--- config.mk ---
export PLATFORM = sky130hd
export DESIGN_NAME = yuv411_to_rgb_converter_flat
export DESIGN_NICKNAME = d
export VERILOG_FILES = /design/src/rtl/y2r_pkg.sv /design/src/rtl/y2r_grp_if.sv /design/src/rtl/y2r_pix_if.sv /design/src/rtl/y2r_pixel_pipe.sv /design/src/rtl/yuv411_to_rgb_converter.sv /design/src/flat_wrapper.sv
export SDC_FILE = /design/constraint.sdc
export NUM_CORES = 1
export LEC_CHECK = 0
export ABC_CLOCK_PERIOD_IN_PS = 8230
export BUFFER_PORTS_ARGS = -buffer_cell sky130_fd_sc_hd__clkbuf_2
export CORE_ASPECT_RATIO = 1.75
export CORE_UTILIZATION = 52
export CTS_CLUSTER_SIZE = 24
export DETAILED_ROUTE_END_ITERATION = 8
export PLACE_DENSITY = 0.78
export SLEW_MARGIN = 15
export SYNTH_ARGS = -nofsm -noshare
export SYNTH_HDL_FRONTEND = slang
export SYNTH_SLANG_ARGS = --single-unit
--- constraint.sdc ---
create_clock -name clk -period 8.23 [get_ports clk]
set_clock_uncertainty 0.2 [all_clocks]
set_input_delay 1.2345 -clock clk [delete_from_list [all_inputs] [get_ports clk]]
set_output_delay 1.2345 -clock clk [all_outputs]
set_load 0.02 [all_outputs]
--- src/rtl/y2r_pkg.sv ---
// Shared types, widths and Q-format colour coefficients for the Y411 to RGB converter.
// Depends on nothing; the pixel pipeline, the top level and the testbench import it.
package y2r_pkg;

    localparam int COEF_FRAC_BITS = 10;

    // Coefficients stay below 4.0, so two integer bits are enough.
    localparam int COEF_W = COEF_FRAC_BITS + 2;
    // Signed coefficient times a 9-bit signed operand.
    localparam int PROD_W = COEF_W + 1 + 9;
    // Channel value after the fractional bits are dropped.
    localparam int CHAN_W = PROD_W - COEF_FRAC_BITS;

    localparam int PIXELS_PER_GROUP = 4;
    localparam int CNT_W = $clog2(PIXELS_PER_GROUP);
    localparam logic [CNT_W-1:0] LAST_PIXEL = CNT_W'(PIXELS_PER_GROUP - 1);

    localparam logic [8:0] LUMA_OFFSET = 9'd16;
    localparam logic [8:0] CHROMA_OFFSET = 9'd128;

    // Round-half-up of milli / 1000 scaled by two to the fraction bits.
    function automatic logic [COEF_W-1:0] coef_q(input int milli);
        int scaled;
        scaled = ((milli << COEF_FRAC_BITS) + 500) / 1000;
        return COEF_W'(scaled);
    endfunction

    localparam logic [COEF_W-1:0] COEF_Y = coef_q(1164);
    localparam logic [COEF_W-1:0] COEF_RV = coef_q(1596);
    localparam logic [COEF_W-1:0] COEF_GV = coef_q(813);
    localparam logic [COEF_W-1:0] COEF_GU = coef_q(391);
    localparam logic [COEF_W-1:0] COEF_BU = coef_q(2018);

    // One pixel handed from the group register to the arithmetic pipeline.
    typedef struct packed {
        logic [7:0] luma;
        logic [7:0] u_chroma;
        logic [7:0] v_chroma;
        logic group_last;
        logic image_last;
    } pix_cmd_t;

    // Marks that ride along with each pixel through the pipeline.
    typedef struct packed {
        logic group_last;
        logic image_last;
    } pix_tag_t;

endpackage

--- src/rtl/y2r_grp_if.sv ---
// Valid/ready channel carrying one packed Y411 group per word.
// Depends on nothing.
interface y2r_grp_if;
    logic valid;
    logic ready;
    logic [7:0] u_chroma;
    logic [7:0] luma0;
    logic [7:0] luma1;
    logic [7:0] v_chroma;
    logic [7:0] luma2;
    logic [7:0] luma3;
    logic frame_end;

    modport source (
        output valid, u_chroma, luma0, luma1, v_chroma, luma2, luma3, frame_end,
        input ready
    );
    modport sink (
        input valid, u_chroma, luma0, luma1, v_chroma, luma2, luma3, frame_end,
        output ready
    );
endinterface

--- src/rtl/y2r_pix_if.sv ---
// Valid/ready channel carrying one RGB pixel per word, with group and image end marks.
// Depends on nothing.
interface y2r_pix_if;
    logic valid;
    logic ready;
    logic [7:0] red;
    logic [7:0] green;
    logic [7:0] blue;
    logic group_last;
    logic image_last;

    modport source (
        output valid, red, green, blue, group_last, image_last,
        input ready
    );
    modport sink (
        input valid, red, green, blue, group_last, image_last,
        output ready
    );
endinterface

--- src/rtl/y2r_pixel_pipe.sv ---
// Three-stage BT.601 arithmetic pipeline: products, sums, then floor and clamp.
// Depends on y2r_pkg and the y2r_pix_if output channel.
module y2r_pixel_pipe
    import y2r_pkg::*;
(
    input  logic             clk,
    input  logic             rst_n,
    input  logic             cmd_valid,
    input  pix_cmd_t         cmd,
    output logic             cmd_ready,
    y2r_pix_if.source        pix
);

    logic advance;

    // Stage 1: products
    logic s1_valid_reg;
    pix_tag_t s1_tag_reg;
    logic signed [PROD_W-1:0] s1_ys_reg, s1_rv_reg, s1_gv_reg, s1_gu_reg, s1_bu_reg;

    // Stage 2: channel sums
    logic s2_valid_reg;
    pix_tag_t s2_tag_reg;
    logic signed [PROD_W-1:0] s2_r_reg, s2_g_reg, s2_b_reg;

    // Stage 3: output word
    logic s3_valid_reg;
    pix_tag_t s3_tag_reg;
    logic [7:0] s3_red_reg, s3_green_reg, s3_blue_reg;

    logic signed [8:0] y_s, u_s, v_s;
    logic [7:0] red_next, green_next, blue_next;

    function automatic logic [7:0] clamp_chan(input logic signed [PROD_W-1:0] acc);
        logic [CHAN_W-1:0] whole;
        whole = acc[PROD_W-1:COEF_FRAC_BITS];
        if (whole[CHAN_W-1])
        begin
            return 8'd0;
        end
        else if (|whole[CHAN_W-2:8])
        begin
            return 8'd255;
        end
        else
        begin
            return whole[7:0];
        end
    endfunction

    // The whole pipeline moves together; it only holds when the output word is refused.
    assign advance = !s3_valid_reg || pix.ready;
    assign cmd_ready = advance;

    assign y_s = $signed({1'b0, cmd.luma} - LUMA_OFFSET);
    assign u_s = $signed({1'b0, cmd.u_chroma} - CHROMA_OFFSET);
    assign v_s = $signed({1'b0, cmd.v_chroma} - CHROMA_OFFSET);

    always_ff @(posedge clk or negedge rst_n)
    begin
        if (!rst_n)
        begin
            s1_valid_reg <= 1'b0;
            s2_valid_reg <= 1'b0;
            s3_valid_reg <= 1'b0;
        end
        else if (advance)
        begin
            s1_valid_reg <= cmd_valid;
            s2_valid_reg <= s1_valid_reg;
            s3_valid_reg <= s2_valid_reg;
        end
    end

    always_ff @(posedge clk)
    begin
        if (advance)
        begin
            s1_tag_reg <= '{group_last: cmd.group_last, image_last: cmd.image_last};
            s1_ys_reg <= $signed({1'b0, COEF_Y}) * y_s;
            s1_rv_reg <= $signed({1'b0, COEF_RV}) * v_s;
            s1_gv_reg <= $signed({1'b0, COEF_GV}) * v_s;
            s1_gu_reg <= $signed({1'b0, COEF_GU}) * u_s;
            s1_bu_reg <= $signed({1'b0, COEF_BU}) * u_s;

            s2_tag_reg <= s1_tag_reg;
            s2_r_reg <= s1_ys_reg + s1_rv_reg;
            s2_g_reg <= s1_ys_reg - s1_gv_reg - s1_gu_reg;
            s2_b_reg <= s1_ys_reg + s1_bu_reg;

            s3_tag_reg <= s2_tag_reg;
            s3_red_reg <= red_next;
            s3_green_reg <= green_next;
            s3_blue_reg <= blue_next;
        end
    end

    // Dropping the fraction bits of a two's-complement value floors it.
    assign red_next = clamp_chan(s2_r_reg);
    assign green_next = clamp_chan(s2_g_reg);
    assign blue_next = clamp_chan(s2_b_reg);

    assign pix.valid = s3_valid_reg;
    assign pix.red = s3_red_reg;
    assign pix.green = s3_green_reg;
    assign pix.blue = s3_blue_reg;
    assign pix.group_last = s3_tag_reg.group_last;
    assign pix.image_last = s3_tag_reg.image_last;

endmodule

--- src/rtl/yuv411_to_rgb_converter.sv ---
// Top level of the Y411 group to RGB pixel converter (BT.601, video range).
// Depends on y2r_pkg, y2r_grp_if, y2r_pix_if and y2r_pixel_pipe.
//
// Usage:
//   grp carries one Y411 group per word (U, four luma samples, V, frame end).
//   pix carries one RGB pixel per word, luma0 first and luma3 last; the fourth
//   pixel has group_last set and repeats the group's frame_end as image_last.
//   A word moves on a rising edge of clk with valid and ready both high.
// Path: a taken group is held in the group register, and each of its pixels
//   then passes the product, sum and output-word registers on its way to pix.
// Throughput: one pixel per cycle while pix.ready stays high. The group
//   register takes the next group in the cycle its last pixel is issued.
// Reset: rst_n clears the group register and all pipeline valid bits at once;
//   the block is ready for a group in the first cycle after release.
// Stall: while pix.ready is low and a pixel waits, the whole three-stage
//   pipeline and any group in the group register hold; grp.ready stays low
//   while a group is held.
module yuv411_to_rgb_converter
    import y2r_pkg::*;
(
    input  logic       clk,
    input  logic       rst_n,
    y2r_grp_if.sink    grp,
    y2r_pix_if.source  pix
);

    logic grp_valid_reg;
    logic [CNT_W-1:0] cnt_reg, cnt_next;
    logic [7:0] u_reg, v_reg, luma0_reg, luma1_reg, luma2_reg, luma3_reg;
    logic fe_reg;

    logic cmd_ready;
    logic issue, take, last_issue;
    pix_cmd_t cmd;

    assign issue = grp_valid_reg && cmd_ready;
    assign last_issue = issue && (cnt_reg == LAST_PIXEL);
    assign grp.ready = !grp_valid_reg || last_issue;
    assign take = grp.valid && grp.ready;

    always_comb
    begin
        cmd.u_chroma = u_reg;
        cmd.v_chroma = v_reg;
        cmd.group_last = (cnt_reg == LAST_PIXEL);
        cmd.image_last = (cnt_reg == LAST_PIXEL) && fe_reg;
        case (cnt_reg)
            2'd0: cmd.luma = luma0_reg;
            2'd1: cmd.luma = luma1_reg;
            2'd2: cmd.luma = luma2_reg;
            default: cmd.luma = luma3_reg;
        endcase
    end

    always_comb
    begin
        cnt_next = cnt_reg;
        if (take)
        begin
            cnt_next = '0;
        end
        else if (issue)
        begin
            cnt_next = cnt_reg + 1'b1;
        end
    end

    always_ff @(posedge clk or negedge rst_n)
    begin
        if (!rst_n)
        begin
            grp_valid_reg <= 1'b0;
            cnt_reg <= '0;
        end
        else
        begin
            cnt_reg <= cnt_next;
            if (take)
            begin
                grp_valid_reg <= 1'b1;
            end
            else if (last_issue)
            begin
                grp_valid_reg <= 1'b0;
            end
        end
    end

    always_ff @(posedge clk)
    begin
        if (take)
        begin
            u_reg <= grp.u_chroma;
            v_reg <= grp.v_chroma;
            luma0_reg <= grp.luma0;
            luma1_reg <= grp.luma1;
            luma2_reg <= grp.luma2;
            luma3_reg <= grp.luma3;
            fe_reg <= grp.frame_end;
        end
    end

    y2r_pixel_pipe u_pipe (
        .clk       (clk),
        .rst_n     (rst_n),
        .cmd_valid (grp_valid_reg),
        .cmd       (cmd),
        .cmd_ready (cmd_ready),
        .pix       (pix)
    );

endmodule

--- src/flat_wrapper.sv ---
// flat-port wrapper written by rule: the top's interface ports become plain ports
module yuv411_to_rgb_converter_flat import y2r_pkg::*;
  (clk, rst_n, grp_valid, grp_u_chroma, grp_luma0, grp_luma1, grp_v_chroma, grp_luma2, grp_luma3, grp_frame_end, grp_ready, pix_valid, pix_red, pix_green, pix_blue, pix_group_last, pix_image_last, pix_ready);
  y2r_grp_if grp_i ();
  y2r_pix_if pix_i ();
  input  logic clk;
  input  logic rst_n;
  input wire logic [$bits(grp_i.valid)-1:0] grp_valid;
  input wire logic [$bits(grp_i.u_chroma)-1:0] grp_u_chroma;
  input wire logic [$bits(grp_i.luma0)-1:0] grp_luma0;
  input wire logic [$bits(grp_i.luma1)-1:0] grp_luma1;
  input wire logic [$bits(grp_i.v_chroma)-1:0] grp_v_chroma;
  input wire logic [$bits(grp_i.luma2)-1:0] grp_luma2;
  input wire logic [$bits(grp_i.luma3)-1:0] grp_luma3;
  input wire logic [$bits(grp_i.frame_end)-1:0] grp_frame_end;
  output wire logic [$bits(grp_i.ready)-1:0] grp_ready;
  output wire logic [$bits(pix_i.valid)-1:0] pix_valid;
  output wire logic [$bits(pix_i.red)-1:0] pix_red;
  output wire logic [$bits(pix_i.green)-1:0] pix_green;
  output wire logic [$bits(pix_i.blue)-1:0] pix_blue;
  output wire logic [$bits(pix_i.group_last)-1:0] pix_group_last;
  output wire logic [$bits(pix_i.image_last)-1:0] pix_image_last;
  input wire logic [$bits(pix_i.ready)-1:0] pix_ready;
  assign grp_i.valid = grp_valid;
  assign grp_i.u_chroma = grp_u_chroma;
  assign grp_i.luma0 = grp_luma0;
  assign grp_i.luma1 = grp_luma1;
  assign grp_i.v_chroma = grp_v_chroma;
  assign grp_i.luma2 = grp_luma2;
  assign grp_i.luma3 = grp_luma3;
  assign grp_i.frame_end = grp_frame_end;
  assign grp_ready = grp_i.ready;
  assign pix_valid = pix_i.valid;
  assign pix_red = pix_i.red;
  assign pix_green = pix_i.green;
  assign pix_blue = pix_i.blue;
  assign pix_group_last = pix_i.group_last;
  assign pix_image_last = pix_i.image_last;
  assign pix_i.ready = pix_ready;
  yuv411_to_rgb_converter u_core (.clk(clk), .rst_n(rst_n), .grp(grp_i), .pix(pix_i));
endmodule
==> results.md, run 1 <==
- Start point of the critical path: u_core.cnt_reg[0]$_DFFE_PN0P_
- Type of the worst setup path: flop to flop
- Placed inst area: 15400 sq um
- CP required: ~8300 ps
- Post-route DRC: 0
- Top-area cell type share of the netlist area: roughly two fifths
- Via count of the first global-routing pass: 9433
- Overall die area: around 29000 sq um
- Capture endpoint of the worst hold path: u_core.u_pipe.pix.image_last$_DFFE_PP_
- Max frequency: roughly 160 MHz
- Worst max-slew margin expressed relative to the limit: slightly below 30%
- Root Driver: sky130_fd_sc_hd__clkbuf_16
- Largest net degree at the start of global routing: 86
- Final min period: between 6000 and 7000 ps
- Die Wd: about 130 microns
- Sum of buffers and inverters on the critical path: 4
- Share of post-route cells with drive strength above 1: under 10%
- Cell count after synthesis: approximately 1200
- Post-Layout Inst Area: roughly 16000 sq um
- Launch point of the worst hold path: u_core.u_pipe.s2_tag_reg[0]$_DFFE_PP_
- Post-route clock period utilization: between 70% and 80%
- Total global routing overflow: 0
- Post-cts hold buffer count: 0
- TritonCTS Buffers: 21
- Critical Path Most Common Cell: sky130_fd_sc_hd__ha_1
- Cell depth of the worst flop-to-flop path: 22
- Status: complete, no violations
- Critical Path AT: between 6000 and 7000 ps
- Net Count, Synth: 1604
- Worst path max stage delay: ~540 ps
- Nature of the critical path endpoint: flop
- Boundary Pins: 81
- Primary flip-flop cell chosen by synthesis mapping: sky130_fd_sc_hd__edfxtp_1
- Worst reg2reg startpoint: u_core.cnt_reg[0]$_DFFE_PN0P_
- GPL Wtd Cong: 0.884
- Number of instances on the worst hold path: 0
- Total half-perimeter wirelength after legalization and detailed placement: between 20000 and 25000 microns
- Met1 demand-to-capacity share in global routing: a little under a fifth
- Clock tree from TritonCTS: done
- Initial antenna violation count: 0
- Clock Latency Late Sink: 520 ps
- Number of violations of the max-capacitance limit: 0
- First-pass GRT wire length: about 44000 microns
- RSZ-0062 raised after global routing: no
- Setup Buffers After CTS: 0
- Number of buffer cells added on primary ports: 80
- GR Util met2: between 30% and 40%
- Classification of the worst-slack hold path: flop to flop
- Cell area after synthesis: approximately 15000 sq um
- Worst-path fanout max: 8
- Floorplan Core Area: ~27000 sq um
- Nets: 1698
- Number of failing hold endpoints at the final stage: 0
- Cell type with the largest total area after synthesis: sky130_fd_sc_hd__edfxtp_1
- Via Count: roughly 9000
- Synth warn: 0
- Leading post-synthesis cells by cell area: sky130_fd_sc_hd__edfxtp_1, sky130_fd_sc_hd__ha_1, sky130_fd_sc_hd__fa_1
- Post-cts sizing count: 0
- H-tree levels: 1
- Number of filler instances in the final layout: 2234
- GRT Total Usage: approximately a fifth
- Reg-to-reg slack, setup: around 1800 ps
- Setup TNS Final: 0 ps
- Category of cells accounting for the largest share of critical-path delay: adder cells
- Total inserted antenna cells: 0
- Number of flip-flops in the largest register: 21
- Most used standard cells in the synthesized netlist: sky130_fd_sc_hd__ha_1, sky130_fd_sc_hd__edfxtp_1, sky130_fd_sc_hd__inv_1, sky130_fd_sc_hd__nor2_1, sky130_fd_sc_hd__a21oi_1
- Number of search-and-repair iterations in the first detailed-routing pass: 4
- Busiest grt layer: met2
- Detailed-route wire length: roughly 26000 microns
- Number of cells on the critical path: 22
- Cell chain of the critical path: inv_1, ha_1, a222oi_1, nand2_1, o21ai_0, ha_1, inv_1, ha_1, ha_1, inv_1, fa_1, fa_1, inv_1, ha_1, ha_1, a21o_1, a21o_1, a2111oi_4, nor4b_1, a2111o_1, o31ai_2, xnor2_1
- Most frequently used cell type in the post-synthesis netlist: sky130_fd_sc_hd__ha_1
- Max clock buf depth: 3
- Clk slew on worst S/H paths: around 60 ps
- Register bit total from synthesis: roughly 210
- Effective utilization at floorplan: a little over half
- Async set or reset register ratio after synthesis: 2.90%
- Number of violations reported at the end of detailed-routing iteration 0: roughly 330
- Max-slew violation count: 0
- Fraction of the yosys area taken by sequential cells: between 40 and 50%
- Met3 routing resource usage after global routing: 1.89%
- Setup-violating endpoint count in the final report: 0
- Slew @ Worst Pin: 1060 ps
- Post-detailed-route via-to-cell ratio: about 5.3
- Count of unique library cells instantiated by Yosys: 57
- Mean Syn Cell Area: about 12 sq um
- Number of enable flip-flop cells after synthesis: between 200 and 250
- Row count: 80
- Area growth from synthesis to layout: 10.6%
- Critical Path Source Type: flop
- Slowest library cell on the worst path: sky130_fd_sc_hd__fa_1
- Total clock sinks: between 200 and 250
- Reg-to-reg endpoint: u_core.u_pipe.s1_ys_reg[20]$_DFFE_PP_
- Die Span Y: 223 microns
- Number of nets still failing antenna checks after routing: 0
- Average wire per cell in the routed design: 15.6 microns
cells in the final DEF, fill, tap and decap left out, drive strengths merged, types with 4 or more instances in the layout:
cell,instances
ha,269
a31oi,5
o21a,12
dfrtp,6
or3,6
nor3,13
inv,180
xor2,27
nand2,41
nand2b,11
or2,5
a21oi,64
a21o,28
nor2b,5
o21bai,14
and3,7
clkbuf,104
nor2,84
clkinv,6
o31ai,10
nand3,16
xnor2,53
fa,60
a222oi,6
and2,5
o21ai,33
o211ai,4
edfxtp,201
routing by layer:
metal	wire, microns	up-vias	part of all wire (%)
li1	-	4521	-
met1	9370	4306	35
met2	14800	156	56
met3	721	67	2.7
met4	1590	0	6.0
met5	0	-	0
cells by family after synthesis:
logic type	after synthesis	synth area share (%)
AO/OA/AOI/OAI	207	9.54
buffers and inverters	188	4.85
multiplexers	6	0.438
XOR/XNOR	80	4.81
flip-flops	207	42.5
adder cells (fa/ha/maj)	329	31.4
AND/OR/NAND/NOR	205	6.50
worst max-delay path by stage:
stage | endpoint | slack, ps
2_1_floorplan | u_core.fe_reg$_DFFE_PP_ | 230
3_3_place_gp | u_core.u_pipe.s1_ys_reg[20]$_DFFE_PP_ | 1910
3_5_place_dp | u_core.u_pipe.s1_ys_reg[20]$_DFFE_PP_ | 1810
4_1_cts | u_core.u_pipe.s1_ys_reg[20]$_DFFE_PP_ | 1780
5_1_grt | u_core.u_pipe.s1_ys_reg[20]$_DFFE_PP_ | 1410
6_report | u_core.u_pipe.s1_ys_reg[20]$_DFFE_PP_ | 1800
final cells by class:
class,count,area (sq um),area share (%)
flip-flops and latches,207,6190,38.4
clock inverters,14,143,0.886
clock buffers,24,557,3.46
repair buffers,82,415,2.58
multi-input cells,827,7670,47.7
well taps,369,462,2.87
inverters,177,664,4.13
metrics by stage:
| step | utilization, % | worst slack, ps | cells | hold slack (ps) |
|---|---|---|---|---|
| 2_1_floorplan | - | 234 | 1222 | 200 |
| 3_3_place_gp | 56.2 | 1910 | 1662 | 204 |
| 3_5_place_dp | 56.2 | 1810 | 1662 | 207 |
| 4_1_cts | 58.7 | 1780 | 1700 | 224 |
| 5_1_grt | 58.7 | 1410 | 1700 | 224 |
| 6_report | 58.7 | 1800 | 1700 | 220 |
Power of run 1 is not shown: default switching activity piles up to over one toggle a cycle in this logic, so the estimate is an artifact.
==> run 2, diff against run 1 <==
--- a/config.mk
+++ b/config.mk
@@ -5,7 +5,7 @@
 export SDC_FILE = /design/constraint.sdc
 export NUM_CORES = 1
 export LEC_CHECK = 0
-export ABC_CLOCK_PERIOD_IN_PS = 8230
+export ABC_CLOCK_PERIOD_IN_PS = 6310
 export BUFFER_PORTS_ARGS = -buffer_cell sky130_fd_sc_hd__clkbuf_2
 export CORE_ASPECT_RATIO = 1.75
 export CORE_UTILIZATION = 52
==> constraint.sdc (replaced) <==
create_clock -name clk -period 6.31 [get_ports clk]
set_clock_uncertainty 0.2 [all_clocks]
set_input_delay 0.9465 -clock clk [delete_from_list [all_inputs] [get_ports clk]]
set_output_delay 0.9465 -clock clk [all_outputs]
set_load 0.02 [all_outputs]
==> results.md, run 2 (synthesized netlist as in run 1, its figures left out) <==
- Initial antenna violation count: 0
- GPL Wtd Cong: just under 0.9
- Classification of the worst-slack hold path: primary input to asynchronous set/reset pin
- Nature of the critical path endpoint: flop
- Largest net degree at the start of global routing: 77
- Row count: 80
- Total global routing overflow: 0
- Clock tree from TritonCTS: done
- Floorplan Core Area: approximately 27000 sq um
- Max-slew violation count: 0
- Number of search-and-repair iterations in the first detailed-routing pass: 5
- Final worst setup slack: between 300 and 400 ps
- Max frequency: 168 MHz
- Setup-violating endpoint count in the final report: 0
- Nets: 1702
- Total area of sequential cells: about 6200 sq um
- Number of filler instances in the final layout: 2234
- Post-detailed-route via-to-cell ratio: between 5 and 6
- Critical Path Source Type: flop
- Number of violations of the max-capacitance limit: 0
- Post-place setup slack: between 100 and 150 ps
- Total clock sinks: around 210
- Area growth from synthesis to layout: 10.9%
- Number of failing hold endpoints at the final stage: 0
- First-pass GRT wire length: 42800 microns
- Detailed-route wire length: 26100 microns
- Total inserted antenna cells: 0
- TritonCTS Buffers: 20
- Area of the multi-input gates: 7680 sq um
- Boundary Pins: between 80 and 90
- Post-route clock period utilization: 94.2%
- CP required: ~6400 ps
- Worst max-slew margin expressed relative to the limit: 28.7%
- Via count of the first global-routing pass: 9337
- Type of the worst setup path: flop to flop
- Status: complete, no violations
- Setup TNS Final: 0 ps
- Effective utilization at floorplan: 53.1%
- Clk slew on worst S/H paths: about 60 ps
- Clock Latency Late Sink: slightly above 500 ps
- H-tree levels: 1
- Number of nets still failing antenna checks after routing: 0
- Max clock buf depth: 3
- Number of flip-flops in the largest register: 21
- Die Wd: approximately 130 microns
- Average wire per cell in the routed design: between 15 and 20 microns
- Critical Path AT: ~6000 ps
- Overall die area: approximately 29000 sq um
- Via Count: 9072
- Post-route DRC: 0
- Root Driver: sky130_fd_sc_hd__clkbuf_16
- Most common cell after layout, fill and taps aside: sky130_fd_sc_hd__ha_1
- Total half-perimeter wirelength after legalization and detailed placement: roughly 21000 microns
- GRT Total Usage: 19.1%
- Share of post-route cells with drive strength above 1: around 10%
- Final min period: 5950 ps
- Worst-path fanout max: 11
- Most used cells in the layout excluding fill and tap cells: sky130_fd_sc_hd__ha_1, sky130_fd_sc_hd__edfxtp_1, sky130_fd_sc_hd__inv_1
- Slew @ Worst Pin: approximately 1100 ps
- Number of buffer cells added on primary ports: 80
- Number of violations reported at the end of detailed-routing iteration 0: 327
- Die Span Y: approximately 220 microns
- RSZ-0062 raised after global routing: no
-- run 2: cell count changes in the layout (fill, tap and decap cells not counted), sizes merged --
| cell | previous run | this run |
|---|---|---|
| buf | 2 | 7 |
| inv | 180 | 177 |
| bufinv | 2 | 4 |
| clkbuf | 104 | 102 |
| clkinv | 6 | 8 |
| clkinvlp | 3 | 1 |
-- run 2: path summary, 6_finish.rpt --
| path | startpoint | cells past startpoint | end | slack, ps |
|---|---|---|---|---|
| setup reg to reg | u_core.cnt_reg[0]$_DFFE_PN0P_ | 21 | u_core.u_pipe.s1_ys_reg[20]$_DFFE_PP_ | 360 |
| setup / recovery | u_core.cnt_reg[0]$_DFFE_PN0P_ | 21 | u_core.u_pipe.s1_ys_reg[20]$_DFFE_PP_ | 360 |
| hold reg to reg | u_core.u_pipe.s2_tag_reg[0]$_DFFE_PP_ | 0 | u_core.u_pipe.pix.image_last$_DFFE_PP_ | 220 |
| hold / removal | rst_n | 1 | u_core.u_pipe.s2_valid_reg$_DFFE_PN0P_ | 60 |
| max in group asynchronous | rst_n | 1 | u_core.cnt_reg[1]$_DFFE_PN0P_ | 5700 |
| min in group clk | u_core.u_pipe.s2_tag_reg[0]$_DFFE_PP_ | 0 | u_core.u_pipe.pix.image_last$_DFFE_PP_ | 220 |
-- run 2: repair_timing --
action / CTS / global route
setup buffers: 0 / 1
hold endpoints to repair: 0 / 0
setup endpoints to repair: 0 / 3
hold buffers: 0 / 0
resized for setup: 0 / 5
-- run 2: metal layers --
metal,vias up,share of wire [%],global-route usage (%)
met5,-,0,0
met4,0,6.5,12.5
met3,70,3.7,2.33
met2,195,55,37.0
met1,4283,35,18.4
li1,4524,-,-
-- run 2: metrics by stage --
stage | util (%) | instance area, sq um | cells | hold WS [ps]
finish | 58.9 | 16100 | 1702 | 57.1
global placement | 56.3 | 15400 | 1666 | 202
global route | 58.9 | 16100 | 1702 | 53.7
detailed placement | 56.3 | 15400 | 1666 | 210
floorplan | - | 14600 | 1222 | 200
CTS | 58.8 | 16100 | 1701 | 41.9
-- run 2: area by class of cell --
cell class / count / area share [%]
timing repair buffer: 87 / 2.81
inverter: 177 / 4.11
sequential: 207 / 38.3
clock inverter: 13 / 1.05
tap: 369 / 2.86
clock buffer: 22 / 3.28
multi-input combinational: 827 / 47.6
-- run 2: critical path, cell delays in order, from the launching register on --
cell and delay (ps):
sky130_fd_sc_hd__dfrtp_1 400, sky130_fd_sc_hd__buf_4 150, sky130_fd_sc_hd__ha_1 250, sky130_fd_sc_hd__inv_1 250, sky130_fd_sc_hd__o21ai_0 170, sky130_fd_sc_hd__ha_1 310
sky130_fd_sc_hd__inv_2 50, sky130_fd_sc_hd__ha_1 310, sky130_fd_sc_hd__ha_1 300, sky130_fd_sc_hd__inv_1 80, sky130_fd_sc_hd__fa_1 440, sky130_fd_sc_hd__fa_1 540
sky130_fd_sc_hd__inv_1 40, sky130_fd_sc_hd__ha_1 330, sky130_fd_sc_hd__ha_1 300, sky130_fd_sc_hd__a21o_1 160, sky130_fd_sc_hd__a21o_1 230, sky130_fd_sc_hd__a2111oi_4 340
sky130_fd_sc_hd__nor4b_1 110, sky130_fd_sc_hd__a2111o_1 440, sky130_fd_sc_hd__o31ai_2 210, sky130_fd_sc_hd__xnor2_1 90
Power of run 2 is left out for the same reason.
